==> src/hw/rtl/arfl_pkg.sv <==
// shared types and constants of the address range free list
package arfl_pkg;

  localparam int MAX_RANGES = 16;
  localparam int IDX_W = $clog2(MAX_RANGES);
  localparam int CNT_W = $clog2(MAX_RANGES + 1);
  localparam int ADDR_W = 48;
  localparam int WIDE_W = 50;
  localparam int PAD_W = 37;

  localparam logic [ADDR_W-1:0] PAGE_BYTES = 48'd4096;
  localparam logic [ADDR_W-1:0] ALIGN_BYTES = 48'd2097152;
  localparam logic [ADDR_W-1:0] TOP_ADDRESS = 48'h8000_0000_0000;
  localparam logic [PAD_W-1:0] PAD_RESET = 37'h10_0000_0000;

  typedef enum logic [1:0] {
    ST_OK        = 2'd0,
    ST_NOT_FREE  = 2'd1,
    ST_NOT_FOUND = 2'd2,
    ST_FULL      = 2'd3
  } status_e;

  typedef struct packed {
    logic              req_type;
    logic [ADDR_W-1:0] range_low;
    logic [ADDR_W-1:0] range_high;
    logic [ADDR_W-1:0] request_size;
    logic [ADDR_W-1:0] search_start;
    logic [ADDR_W-1:0] search_end;
  } req_t;

  typedef struct packed {
    logic [ADDR_W-1:0] found_address;
    logic [1:0]        status;
  } rsp_t;

  typedef struct packed {
    logic    load;
    logic    step;
    logic    cand;
    logic    commit;
    logic    res_we;
    status_e res_status;
  } cmd_t;

  typedef struct packed {
    logic is_find;
    logic at_end;
    logic inv;
    logic hit;
    logic full;
    logic skip;
    logic stop;
    logic fit;
  } sts_t;

endpackage

==> src/hw/rtl/arfl_controller.sv <==
// request sequencer for allocate and find scans
module arfl_controller (
  input  logic           clk_i,
  input  logic           rst_ni,
  input  logic           in_valid_i,
  output logic           in_stall_o,
  output logic           out_valid_o,
  input  logic           out_stall_i,
  input  arfl_pkg::sts_t sts_i,
  output arfl_pkg::cmd_t cmd_o
);

  typedef enum logic [2:0] {
    S_IDLE,
    S_DISP,
    S_ALLOC,
    S_FIND_RD,
    S_FIND_CHK,
    S_RESP
  } state_e;

  state_e state_q, state_d;

  assign in_stall_o = (state_q != S_IDLE);
  assign out_valid_o = (state_q == S_RESP);

  always_comb begin
    state_d = state_q;
    cmd_o = '0;
    cmd_o.res_status = arfl_pkg::ST_OK;
    case (state_q)
      S_IDLE: begin
        if (in_valid_i) begin
          cmd_o.load = 1'b1;
          state_d = S_DISP;
        end
      end
      S_DISP: begin
        state_d = sts_i.is_find ? S_FIND_RD : S_ALLOC;
      end
      S_ALLOC: begin
        if (sts_i.inv || sts_i.at_end) begin
          cmd_o.res_we = 1'b1;
          cmd_o.res_status = arfl_pkg::ST_NOT_FREE;
          state_d = S_RESP;
        end else if (sts_i.hit) begin
          cmd_o.res_we = 1'b1;
          if (sts_i.full) begin
            cmd_o.res_status = arfl_pkg::ST_FULL;
          end else begin
            cmd_o.commit = 1'b1;
          end
          state_d = S_RESP;
        end else begin
          cmd_o.step = 1'b1;
        end
      end
      S_FIND_RD: begin
        if (sts_i.at_end) begin
          cmd_o.res_we = 1'b1;
          cmd_o.res_status = arfl_pkg::ST_NOT_FOUND;
          state_d = S_RESP;
        end else begin
          cmd_o.cand = 1'b1;
          state_d = S_FIND_CHK;
        end
      end
      S_FIND_CHK: begin
        if (sts_i.skip) begin
          cmd_o.step = 1'b1;
          state_d = S_FIND_RD;
        end else if (sts_i.stop) begin
          cmd_o.res_we = 1'b1;
          cmd_o.res_status = arfl_pkg::ST_NOT_FOUND;
          state_d = S_RESP;
        end else if (sts_i.fit) begin
          cmd_o.res_we = 1'b1;
          state_d = S_RESP;
        end else begin
          cmd_o.step = 1'b1;
          state_d = S_FIND_RD;
        end
      end
      S_RESP: begin
        if (!out_stall_i) begin
          state_d = S_IDLE;
        end
      end
      default: begin
        state_d = S_IDLE;
      end
    endcase
  end

  always_ff @(posedge clk_i or negedge rst_ni) begin
    if (!rst_ni) begin
      state_q <= S_IDLE;
    end else begin
      state_q <= state_d;
    end
  end

`ifndef NO_ASSERTIONS
  a_commit_on_hit: assert property (@(posedge clk_i) disable iff (!rst_ni)
    cmd_o.commit |-> (sts_i.hit && !sts_i.full && !sts_i.at_end && !sts_i.inv))
    else $error("table commit without a free overlapping range");
  a_result_shown: assert property (@(posedge clk_i) disable iff (!rst_ni)
    cmd_o.res_we |=> out_valid_o)
    else $error("result written but not presented");
  a_resp_holds: assert property (@(posedge clk_i) disable iff (!rst_ni)
    (out_valid_o && out_stall_i) |=> out_valid_o)
    else $error("stalled result dropped");
  a_one_step: assert property (@(posedge clk_i) disable iff (!rst_ni)
    !(cmd_o.step && cmd_o.res_we))
    else $error("scan advanced while finishing");
`endif

endmodule

==> config.mk <==
export PLATFORM = sky130hd
export DESIGN_NAME = arfl_controller
export DESIGN_NICKNAME = d
export VERILOG_FILES = /design/src/hw/rtl/arfl_pkg.sv /design/src/hw/rtl/arfl_controller.sv
export SDC_FILE = /design/constraint.sdc
export NUM_CORES = 1
export LEC_CHECK = 0
export BUFFER_PORTS_ARGS = -buffer_cell sky130_fd_sc_hd__buf_2
export CAP_MARGIN = 10
export CORE_AREA = 2 2 39 41
export CTS_CLUSTER_SIZE = 25
export DETAILED_ROUTE_END_ITERATION = 7
export DIE_AREA = 0 0 41 43
export PLACE_DENSITY = 0.63
export SLEW_MARGIN = 20
export SYNTH_ARGS = -nofsm -noshare
export SYNTH_HDL_FRONTEND = slang
export SYNTH_SLANG_ARGS = --single-unit
==> constraint.sdc <==
create_clock -name clk_i -period 2.6 [get_ports clk_i]
set_input_delay 0.39 -clock clk_i [delete_from_list [all_inputs] [get_ports clk_i]]
set_output_delay 0.39 -clock clk_i [all_outputs]
set_load 0.03 [all_outputs]
# After elaboration in Yosys (flattened, before gate mapping)

Index checks and enable logic that the tools add are counted.

Input bits: 12
ROM bits: 0
Output and inout bits: 9
Bits in latches: 0
Register bits after elaboration: 3
Memory bits (writable): 0
Memories: 0

Multipliers: 0
Mux-type cells: 32
Shift-type cells: 0
Reductions and logical operators: 4
Eq/ne operators: 8
Bitwise operators: 0
$add $sub $neg: 0
Divide/modulo/power cells: 0
$lt $le $gt $ge: 0

Operator list:

| operator           | count |
|---|---|
| $mux 3             | 10 |
| $pmux 3 s6         | 1 |
| $mux 1             | 16 |
| $pmux 3 s3         | 1 |
| $eq 3x2->1 const B | 2 |
| $eq 3x3->1 const B | 2 |
| $mux 2             | 2 |
| $mux 4             | 1 |
| $ne 2x2->1 const B | 2 |
| $eq 3x1->1 const B | 1 |
| $logic_not 3->1    | 1 |
| $ne 3x3->1 const B | 1 |
| $reduce_and 3->1   | 1 |
| $reduce_bool 3->1  | 1 |
| $pmux 1 s2         | 1 |
| $logic_or 1x1->1   | 1 |

# Logic depth before layout (Yosys ltp)

Gate-level depths: netlist (run 1).

Depth in word-level cells: 4
Depth in mapped cells: 4
Mapped depth without buffers: 3

# Worst setup path after synthesis (run 1)

No wires, ideal clock.

Kind: reg-to-output
From: reg state_q[0]
To: out cmd_o[6] (netlist name)
Data arrival time: 1.439 ns
Cell stages (with the launch flop): 4
Setup slack: 0.771 ns
Required time: 2.210 ns
Cell sequence: dfrtp_1 buf_4 or3_4 nor2_1

RTL lines:

| element                | RTL line              | text |
|---|---|---|
| from (decl)            | arfl_controller.sv:22 | `state_e state_q, state_d;` |
| from (signal assigned) | arfl_controller.sv:99 | `state_q <= state_d;` |
| to (decl)              | arfl_controller.sv:10 | `output arfl_pkg::cmd_t cmd_o` |

==> flow_metrics.env, run 1 <==
export IMPL_worst_pin_slew_ns=0.453
export IMPL_ys_warn_count=0
export IMPL_gp_congestion=0.802
export IMPL_grt_pass1_wl_um=1170
export IMPL_ys_ff_latch=3
export IMPL_power_switching_mw=0.256
export IMPL_synthArstFlopShare_pct=100
export IMPL_reg_top3="state_q: 3 flops"
export IMPL_r2r_end="state_q[2]"
export IMPL_antenna_found_initial=0
export IMPL_start_util_pct=24.9
export IMPL_root_buffer="clkbuf_4"
export IMPL_rows=14
export IMPL_dpl_hpwl_um=638
export IMPL_synth_edf_count=0
export IMPL_first_global_vias=313
export IMPL_min_path_type="input pin to asynchronous set/reset pin"
export IMPL_cts_tree="done"
export IMPL_stdcell_count=81
export IMPL_syn_area_um2=344
export IMPL_track_usage_pct=10.1
export IMPL_fin_skew_ns=0.00328
export IMPL_initialDrtViolationCount=10
export IMPL_port_buffers=20
export IMPL_grt_overflow=0
export IMPL_detail_route_wl_per_cell_um=9.89
export IMPL_p_leak_nw=0.247
export IMPL_path_clk_slew_ns=0.04
export IMPL_post_drt_via_cell_ratio=4.69
export IMPL_nets=78
export IMPL_clock_power_share_pct=16.1
export IMPL_cts_htree_levels=1
export IMPL_worst_r2r_setup_slack_ns=1.27
export IMPL_post_cts_resized=0
export IMPL_n_fill_cell=157
export IMPL_clk_latency_ns=0.23
export IMPL_swShare_pct=51.1
export IMPL_maxCapViolCount=0
export IMPL_largest_reg_flops=3
export IMPL_worstPathMaxFanout=13
export IMPL_synth_cell_types=27
export IMPL_rr_worst_depth=3
export IMPL_ir_drop_v=0.000374
export IMPL_synth_most_common_cell="nand2_1"
export IMPL_finalMaxSlewViolations=0
export IMPL_grt_max_degree=14
export IMPL_internal_power_mw=0.245
export IMPL_relSlewSlack_pct=69.8
export IMPL_io_pins=21
export IMPL_synth_area_leader_cell="dfrtp_1"
export IMPL_worstSetupEndpointType="output pin"
export IMPL_p_seq_share_pct=27.8
export IMPL_outcome="completed"
export IMPL_post_place_cells=76
export IMPL_setup_viol=0
export IMPL_drt_total_wl_um=801
export IMPL_powerDensity_nw_per_um2=1040
export IMPL_die_area_um2=1760
export IMPL_synth_main_ff_cell="dfrtp_1"
export IMPL_synth_top_area_share_pct=21.8
export IMPL_startpoint="state_q[0]"
export IMPL_synthCells=42
export IMPL_core_um2=1380
export IMPL_clock_sinks=3
export IMPL_insertedDiodeCount=0
export IMPL_ant_nets=0
export IMPL_num_vias=380
export IMPL_dieHeight_um=43
export IMPL_numCtsBuffers=3
export IMPL_netlist_top_cells_count="8 x nand2_1, 3 x dfrtp_1, 3 x inv_1, 3 x nor2_1"
export IMPL_area_delta_synth_final_pct=40.0
export IMPL_cp_slowest_cell="dfrtp_1"
export IMPL_cp_data_arrival_time_ns=1.65
export IMPL_grt_setup_unrepaired="false"
export IMPL_fmax_mhz=490
export IMPL_min_period_ns=2.04
export IMPL_drc=0
export IMPL_synth_seq_area_share_pct=21.8
export IMPL_cp_required_ns=2.21
export IMPL_drive_gt1_share_pct=41.5
export IMPL_startpoint_type="register"
export IMPL_clockBufferDepth=2
export IMPL_finalSetupTns_ns=0
export IMPL_worst_setup_path_type="register to output pin"
export IMPL_die_w_um=41
export IMPL_synth_area_leaders="dfrtp_1 22%, nand2_1 8.7%, nor4b_4 6.9%"
export IMPL_combPwrFrac_pct=56.0
export IMPL_post_route_period_util_pct=78.5
export IMPL_crit_path_max_incr_delay_ns=0.53
export IMPL_finalHoldViolCount=0
export IMPL_r2r_start="state_q[0]"
export IMPL_synth_fp_nets=54
export IMPL_drt_first_pass_iters=3
export IMPL_crit_chain="nor4b_4, nand2b_1, o221ai_1, buf_2"
export IMPL_synth_avg_cell_area_um2=8.19
export IMPL_regMostFlops="state_q"
## cell type report
type,instances,area [um^2],area share [%]
Tap cell,16,20.0,4.16
Inverter,3,11.3,2.34
Sequential cell,3,75.1,15.6
Multi-Input combinational cell,34,239,49.6
Clock buffer,4,26.3,5.45
Timing Repair Buffer,21,110,22.9
## through the flow
step | setup WS, ns | power, mW | area (um^2) | utilization, % | hold WS, ns
after detailed placement | 0.793 | 0.420 | 445 | 32.2 | 0.188
final | 0.559 | 0.501 | 482 | 34.8 | 0.481
after global routing | 0.456 | 0.539 | 482 | 34.8 | 0.489
after floorplan | 0.771 | 0.370 | 344 | - | 0.0944
after CTS | 0.542 | 0.507 | 482 | 34.8 | 0.477
after global placement | 0.796 | 0.421 | 445 | 32.2 | 0.186
## timing repair
item	in CTS	in global routing
setup buffers	0	0
endpoints found under the hold margin	3	0
hold buffers	1	0
## cell families (layout without fill, tap and decap cells)
family	count (synthesis)	count (layout)	synth area share [%]
buffers and inverters	5	28	8.73
muxes	1	1	2.91
and+or+nand+nor	22	22	40.4
DFF	3	3	21.8
AOI/OAI and AO/OA	11	11	26.2
## cell usage in the layout (no fill, tap or decap)
cell            n
dfrtp_1         3
nand2b_1        2
a211oi_1        1
and3_1          1
o311ai_1        1
o21bai_1        1
a21oi_1         1
dlygate4sd3_1   1
nor2b_1         1
nor3_1          2
a2111oi_2       1
clkbuf_4        3
nor3b_2         1
inv_1           3
mux2i_1         1
a21o_1          1
o21ai_0         1
o221ai_1        1
nor4b_4         1
nor3b_1         1
o31ai_1         1
clkbuf_1        1
nand2_1         8
a22o_1          1
or3_4           1
nor2_1          3
buf_2          20
a31o_1          1
nand3b_1        1
## power groups by stage
stage               clock network [mW]  registers, mW  logic [mW]
global route                    0.0850          0.147       0.307
finish                          0.0808          0.140       0.281
global placement                     0          0.137       0.284
floorplan                            0         0.0983       0.271
detailed placement                   0          0.139       0.282
CTS                             0.0834          0.140       0.284
## worst max path at each step
| stage | end | slack (ns) | cells after the start |
|---|---|---|---|
| after floorplan | cmd_o[6] | 0.77 | 3 |
| after global placement | cmd_o[1] | 0.80 | 4 |
| after detailed placement | cmd_o[1] | 0.79 | 4 |
| after CTS | cmd_o[1] | 0.54 | 4 |
| after global routing | cmd_o[2] | 0.46 | 4 |
| final | cmd_o[1] | 0.56 | 4 |
## worst max-delay path: cells and delay by family (launching register included)
family,cells,cell delay [ns]
AND/OR/NAND/NOR,2,0.51
buffers and inverters,1,0.23
AO/OA/AOI/OAI,1,0.16
flip-flops,1,0.53
## routing by layer
metal	wire length [um]	GRT usage (%)	share of wire (%)
met1	354	10.7	44
met3	27	3.14	3.4
met4	0	8.00	0
met2	419	15.3	52
met5	0	0	0
Note: power is estimated with default switching activity, not from simulation.
==> run 2: changes to the inputs <==
- ABC_AREA: default -> 1
- clock period: 2.6 -> 1.7 ns (I/O delays scaled with it)
==> flow_metrics.env, run 2 <==
export IMPL_antenna_found_initial=0
export IMPL_synth_avg_cell_area_um2=6.11
export IMPL_path_clk_slew_ns=0.04
export IMPL_swShare_pct=52.3
export IMPL_synth_cell_types=17
export IMPL_startpoint_type="register"
export IMPL_grt_max_degree=7
export IMPL_track_usage_pct=10.5
export IMPL_synth_edf_count=0
export IMPL_worstHoldStart="out_stall_i"
export IMPL_powerDensity_nw_per_um2=1650
export IMPL_die_w_um=41
export IMPL_first_global_vias=320
export IMPL_startpoint="state_q[1]"
export IMPL_ys_warn_count=0
export IMPL_grt_pass1_wl_um=1230
export IMPL_post_drt_via_cell_ratio=4.18
export IMPL_port_buffers=20
export IMPL_ant_nets=0
export IMPL_dpl_hpwl_um=637
export IMPL_synth_top_area_share_pct=23.2
export IMPL_regArea_um2=77.6
export IMPL_die_area_um2=1760
export IMPL_start_util_pct=23.4
export IMPL_synthCells=53
export IMPL_power_switching_mw=0.447
export IMPL_drive_gt1_share_pct=51.9
export IMPL_cp_required_ns=1.44
export IMPL_synth_area_leader_cell="dfrtp_1"
export IMPL_finalHoldViolCount=0
export IMPL_netlist_top_cells_count="11 x nand2_1, 9 x nor2_1, 8 x inv_1"
export IMPL_finalMaxSlewViolations=0
export IMPL_r2r_start="state_q[0]"
export IMPL_internal_power_mw=0.407
export IMPL_cts_tree="done"
export IMPL_min_period_ns=1.59
export IMPL_clk_latency_ns=0.23
export IMPL_drc=0
export IMPL_design_area_um2=518
export IMPL_synth_area_leaders="dfrtp_1 23%, nand2_1 13%, nor2_1 10%"
export IMPL_clock_sinks=3
export IMPL_post_route_period_util_pct=93.6
export IMPL_min_path_type="input pin to register"
export IMPL_reg_top3="state_q: 3 flops"
export IMPL_initialDrtViolationCount=1
export IMPL_drt_first_pass_iters=2
export IMPL_n_fill_cell=152
export IMPL_gp_congestion=0.772
export IMPL_worst_setup_path_type="register to output pin"
export IMPL_nets=94
export IMPL_root_buffer="clkbuf_4"
export IMPL_ir_drop_v=0.000450
export IMPL_outcome="completed"
export IMPL_dieHeight_um=43
export IMPL_p_seq_share_pct=21.0
export IMPL_p_leak_nw=0.301
export IMPL_largest_reg_flops=3
export IMPL_synth_seq_area_share_pct=23.2
export IMPL_clock_power_share_pct=14.5
export IMPL_cts_htree_levels=1
export IMPL_combPwrFrac_pct=64.5
export IMPL_synth_fp_nets=65
export IMPL_core_um2=1380
export IMPL_maxCapViolCount=0
export IMPL_setup_viol=0
export IMPL_final_cell_mix="19 x buf_2, 11 x nand2_1, 9 x nor2_1"
export IMPL_insertedDiodeCount=0
export IMPL_worst_pin_slew_ns=0.300
export IMPL_synth_main_ff_cell="dfrtp_1"
export IMPL_clockBufferDepth=2
export IMPL_cp_data_arrival_time_ns=1.34
export IMPL_num_vias=405
export IMPL_ys_ff_latch=3
export IMPL_detail_route_wl_per_cell_um=7.98
export IMPL_fmax_mhz=628
export IMPL_area_delta_synth_final_pct=59.8
export IMPL_synth_most_common_cell="nand2_1"
export IMPL_synthArstFlopShare_pct=100
export IMPL_multiInputGateArea_um2=221
export IMPL_rows=14
export IMPL_drt_total_wl_um=774
export IMPL_syn_area_um2=324
export IMPL_grt_setup_unrepaired="false"
export IMPL_numCtsBuffers=3
export IMPL_placement_cell_area_um2=444
export IMPL_worstPathMaxFanout=5
export IMPL_finalSetupTns_ns=0
export IMPL_regMostFlops="state_q"
export IMPL_fin_skew_ns=0.00252
export IMPL_worstSetupEndpointType="output pin"
export IMPL_grt_overflow=0
export IMPL_final_common_cell="buf_2"
export IMPL_relSlewSlack_pct=79.8
export IMPL_io_pins=21
==> run 2: layout make-up <==
| class | instances | area share (%) |
|---|---|---|
| Multi-Input combinational cell | 40 | 42.8 |
| Timing Repair Buffer | 24 | 26.1 |
| Sequential cell | 3 | 15.0 |
| Inverter | 10 | 7.25 |
| Clock buffer | 4 | 5.07 |
| Tap cell | 16 | 3.86 |
==> run 2: logic make-up (layout without fill, tap and decap cells) <==
group                  after synthesis  in the layout  synth area share [%]
flip-flops                           3              3                  23.2
AND/OR/NAND/NOR                     34             34                  53.3
buffers and inverters               10             38                  11.6
AO/OA/AOI/OAI                        6              6                  12.0
==> run 2: path summary, 6_finish.rpt <==
| kind | endpoint | slack (ns) | cells after the start |
|---|---|---|---|
| hold reg to reg | state_q[1] | 0.64 | 2 |
| hold / removal | state_q[0] | 0.26 | 3 |
| setup reg to reg | state_q[2] | 0.63 | 5 |
| max in group asynchronous | state_q[0] | 1.23 | 2 |
| min in group asynchronous | state_q[2] | 0.35 | 2 |
| setup / recovery | cmd_o[2] | 0.11 | 6 |
==> run 2: per-stage QoR <==
| stage | total power, mW | hold WS, ns | worst slack [ns] | cells | util [%] |
|---|---|---|---|---|---|
| floorplan | 0.534 | -0.0406 | 0.142 | 53 | - |
| detailed placement | 0.652 | 0.0528 | 0.249 | 89 | 32.1 |
| global route | 0.926 | 0.273 | 0.0147 | 97 | 37.4 |
| finish | 0.854 | 0.259 | 0.108 | 97 | 37.4 |
| global placement | 0.647 | 0.0524 | 0.271 | 89 | 32.1 |
| CTS | 0.794 | 0.258 | 0.00720 | 94 | 35.1 |
==> run 2: routing by layer <==
layer	global-route usage, %	wire length (um)
met5	0	0
met4	8.00	0
met3	3.14	39
met2	13.4	385
met1	14.0	348
==> run 2: repair_timing <==
| item | in CTS | in global routing |
|---|---|---|
| resized for setup | 1 | 5 |
| buffers inserted | 0 | 3 |
| pin swaps | 0 | 0 |
| endpoints found under the hold margin | 3 | 0 |
| endpoints found under the setup margin | 1 | 5 |
| hold buffers | 1 | 0 |
==> run 2: critical path, stage by stage, from the launching register on <==
cell and delay (ns):
dfrtp_2 0.45, nor2_4 0.15, nand2_1 0.09, nor2_2 0.12, nor2_1 0.04, o21ai_1 0.07, buf_4 0.17
==> run 2: power by group through the flow <==
stage / clock network [mW] / registers [mW] / logic, mW
floorplan: 0 / 0.156 / 0.378
global placement: 0 / 0.163 / 0.484
detailed placement: 0 / 0.165 / 0.486
CTS: 0.127 / 0.173 / 0.494
global route: 0.129 / 0.187 / 0.609
finish: 0.124 / 0.179 / 0.551
==> run 3: changes to the inputs <==
- PLACE_DENSITY: 0.63 -> 0.61
- clock period: 1.7 -> 1.8 ns (I/O delays scaled with it)
==> flow_metrics.env, run 3 (synthesis gave the netlist of run 2 again) <==
export IMPL_numCtsBuffers=3
export IMPL_grtUsageMet3_pct=4.71
export IMPL_final_cell_mix="19 x buf_2, 11 x nand2_1, 9 x nor2_1"
export IMPL_worst_setup_path_type="register to output pin"
export IMPL_detail_route_wl_per_cell_um=8.63
export IMPL_startpoint_type="register"
export IMPL_antenna_found_initial=0
export IMPL_final_common_cell="buf_2"
export IMPL_clockBufferDepth=2
export IMPL_num_vias=402
export IMPL_rows=14
export IMPL_post_drt_via_cell_ratio=4.28
export IMPL_ir_drop_v=0.000437
export IMPL_multiInputGateArea_um2=221
export IMPL_finalHoldViolCount=0
export IMPL_finalSetupTns_ns=0
export IMPL_cp_required_ns=1.53
export IMPL_drc=0
export IMPL_root_buffer="clkbuf_4"
export IMPL_fin_skew_ns=0.00216
export IMPL_fmax_mhz=595
export IMPL_setup_viol=0
export IMPL_min_period_ns=1.68
export IMPL_worst_pin_slew_ns=0.312
export IMPL_port_buffers=20
export IMPL_die_area_um2=1760
export IMPL_gp_congestion=0.773
export IMPL_dieHeight_um=43
export IMPL_path_clk_slew_ns=0.04
export IMPL_cts_setup_buffers=0
export IMPL_drt_total_wl_um=811
export IMPL_n_fill_cell=164
export IMPL_cp_slowest_cell="dfrtp_1"
export IMPL_insertedDiodeCount=0
export IMPL_p_leak_nw=0.289
export IMPL_placement_cell_area_um2=444
export IMPL_dp_slack_ns=0.326
export IMPL_largest_reg_flops=3
export IMPL_min_path_type="input pin to register"
export IMPL_cp_data_arrival_time_ns=1.41
export IMPL_area_delta_synth_final_pct=52.1
export IMPL_track_usage_pct=10.2
export IMPL_ant_nets=0
export IMPL_start_util_pct=23.4
export IMPL_grt_setup_unrepaired="false"
export IMPL_core_um2=1380
export IMPL_nets=91
export IMPL_clk_latency_ns=0.24
export IMPL_relSlewSlack_pct=79.2
export IMPL_cts_htree_levels=1
export IMPL_regArea_um2=75.1
export IMPL_crit_path_max_incr_delay_ns=0.46
export IMPL_use_met2_pct=13.4
export IMPL_cts_tree="done"
export IMPL_maxCapViolCount=0
export IMPL_finalPower_mw=0.760
export IMPL_powerDensity_nw_per_um2=1540
export IMPL_die_w_um=41
export IMPL_grt_overflow=0
export IMPL_worst_r2r_setup_slack_ns=0.70
export IMPL_clock_sinks=3
export IMPL_busiest_layer="met2"
export IMPL_finalMaxSlewViolations=0
export IMPL_io_pins=21
export IMPL_grt_max_degree=7
export IMPL_worstPathMaxFanout=5
export IMPL_drive_gt1_share_pct=47.4
export IMPL_dpl_hpwl_um=660
export IMPL_grt_use_met1_pct=12.0
export IMPL_initialDrtViolationCount=7
export IMPL_design_area_um2=493
export IMPL_reg_top3="state_q: 3 flops"
export IMPL_crit_chain="nor2_4, nand2_1, nor2_2, nor2_1, o21ai_1, buf_2"
export IMPL_worstSetupEndpointType="output pin"
export IMPL_grt_pass1_wl_um=1160
export IMPL_first_global_vias=313
export IMPL_setup_ws_ns=0.119
export IMPL_outcome="completed"
export IMPL_post_route_period_util_pct=93.4
export IMPL_regMostFlops="state_q"
export IMPL_drt_first_pass_iters=4
[run 3: power breakdown]
group          leakage [nW]  internal (mW)  switching, mW
sequential           0.0365          0.100         0.0650
combinational         0.237          0.158          0.313
clock                0.0150         0.0834         0.0400
total                 0.289          0.342          0.418
[run 3: repair_timing]
action,in CTS,in global routing
resized for setup,0,3
endpoints found under the setup margin,0,2
hold buffers,1,0
hold endpoints to repair,3,0
[run 3: final cells by class]
class                           count  area share, %
Timing Repair Buffer               21           22.8
Multi-Input combinational cell     40           44.9
Tap cell                           16           4.06
Sequential cell                     3           15.2
Inverter                           10           7.61
Clock buffer                        4           5.33
[run 3: per-stage QoR]
step / utilization (%) / hold WS, ns / cells
after floorplan: - / -0.0256 / 53
after global placement: 32.1 / 0.0677 / 89
after detailed placement: 32.1 / 0.0683 / 89
after CTS: 34.7 / 0.270 / 94
after global routing: 35.6 / 0.288 / 94
final: 35.6 / 0.275 / 94
[run 3: metal layers]
| metal | up-vias | wire, um |
|---|---|---|
| met5 | - | 0 |
| met4 | 0 | 17 |
| met3 | 2 | 33 |
| met2 | 12 | 394 |
| met1 | 172 | 366 |
| li1 | 216 | - |
[run 3: final timing paths]
kind / startpoint / endpoint / cells past startpoint
worst min-delay path: out_stall_i / state_q[0] / 3
worst max-delay path: state_q[1] / cmd_o[2] / 6
worst max register to register: state_q[1] / state_q[2] / 5
max in group asynchronous: rst_ni / state_q[0] / 2
worst min register to register: state_q[2] / state_q[1] / 3
min in group asynchronous: rst_ni / state_q[1] / 2
[run 3: critical path, delay by kind of cell (launching register included)]
family | cells | cell delay (ns)
and+or+nand+nor | 4 | 0.45
buffers and inverters | 1 | 0.20
DFF | 1 | 0.46
AOI/OAI and AO/OA | 1 | 0.06
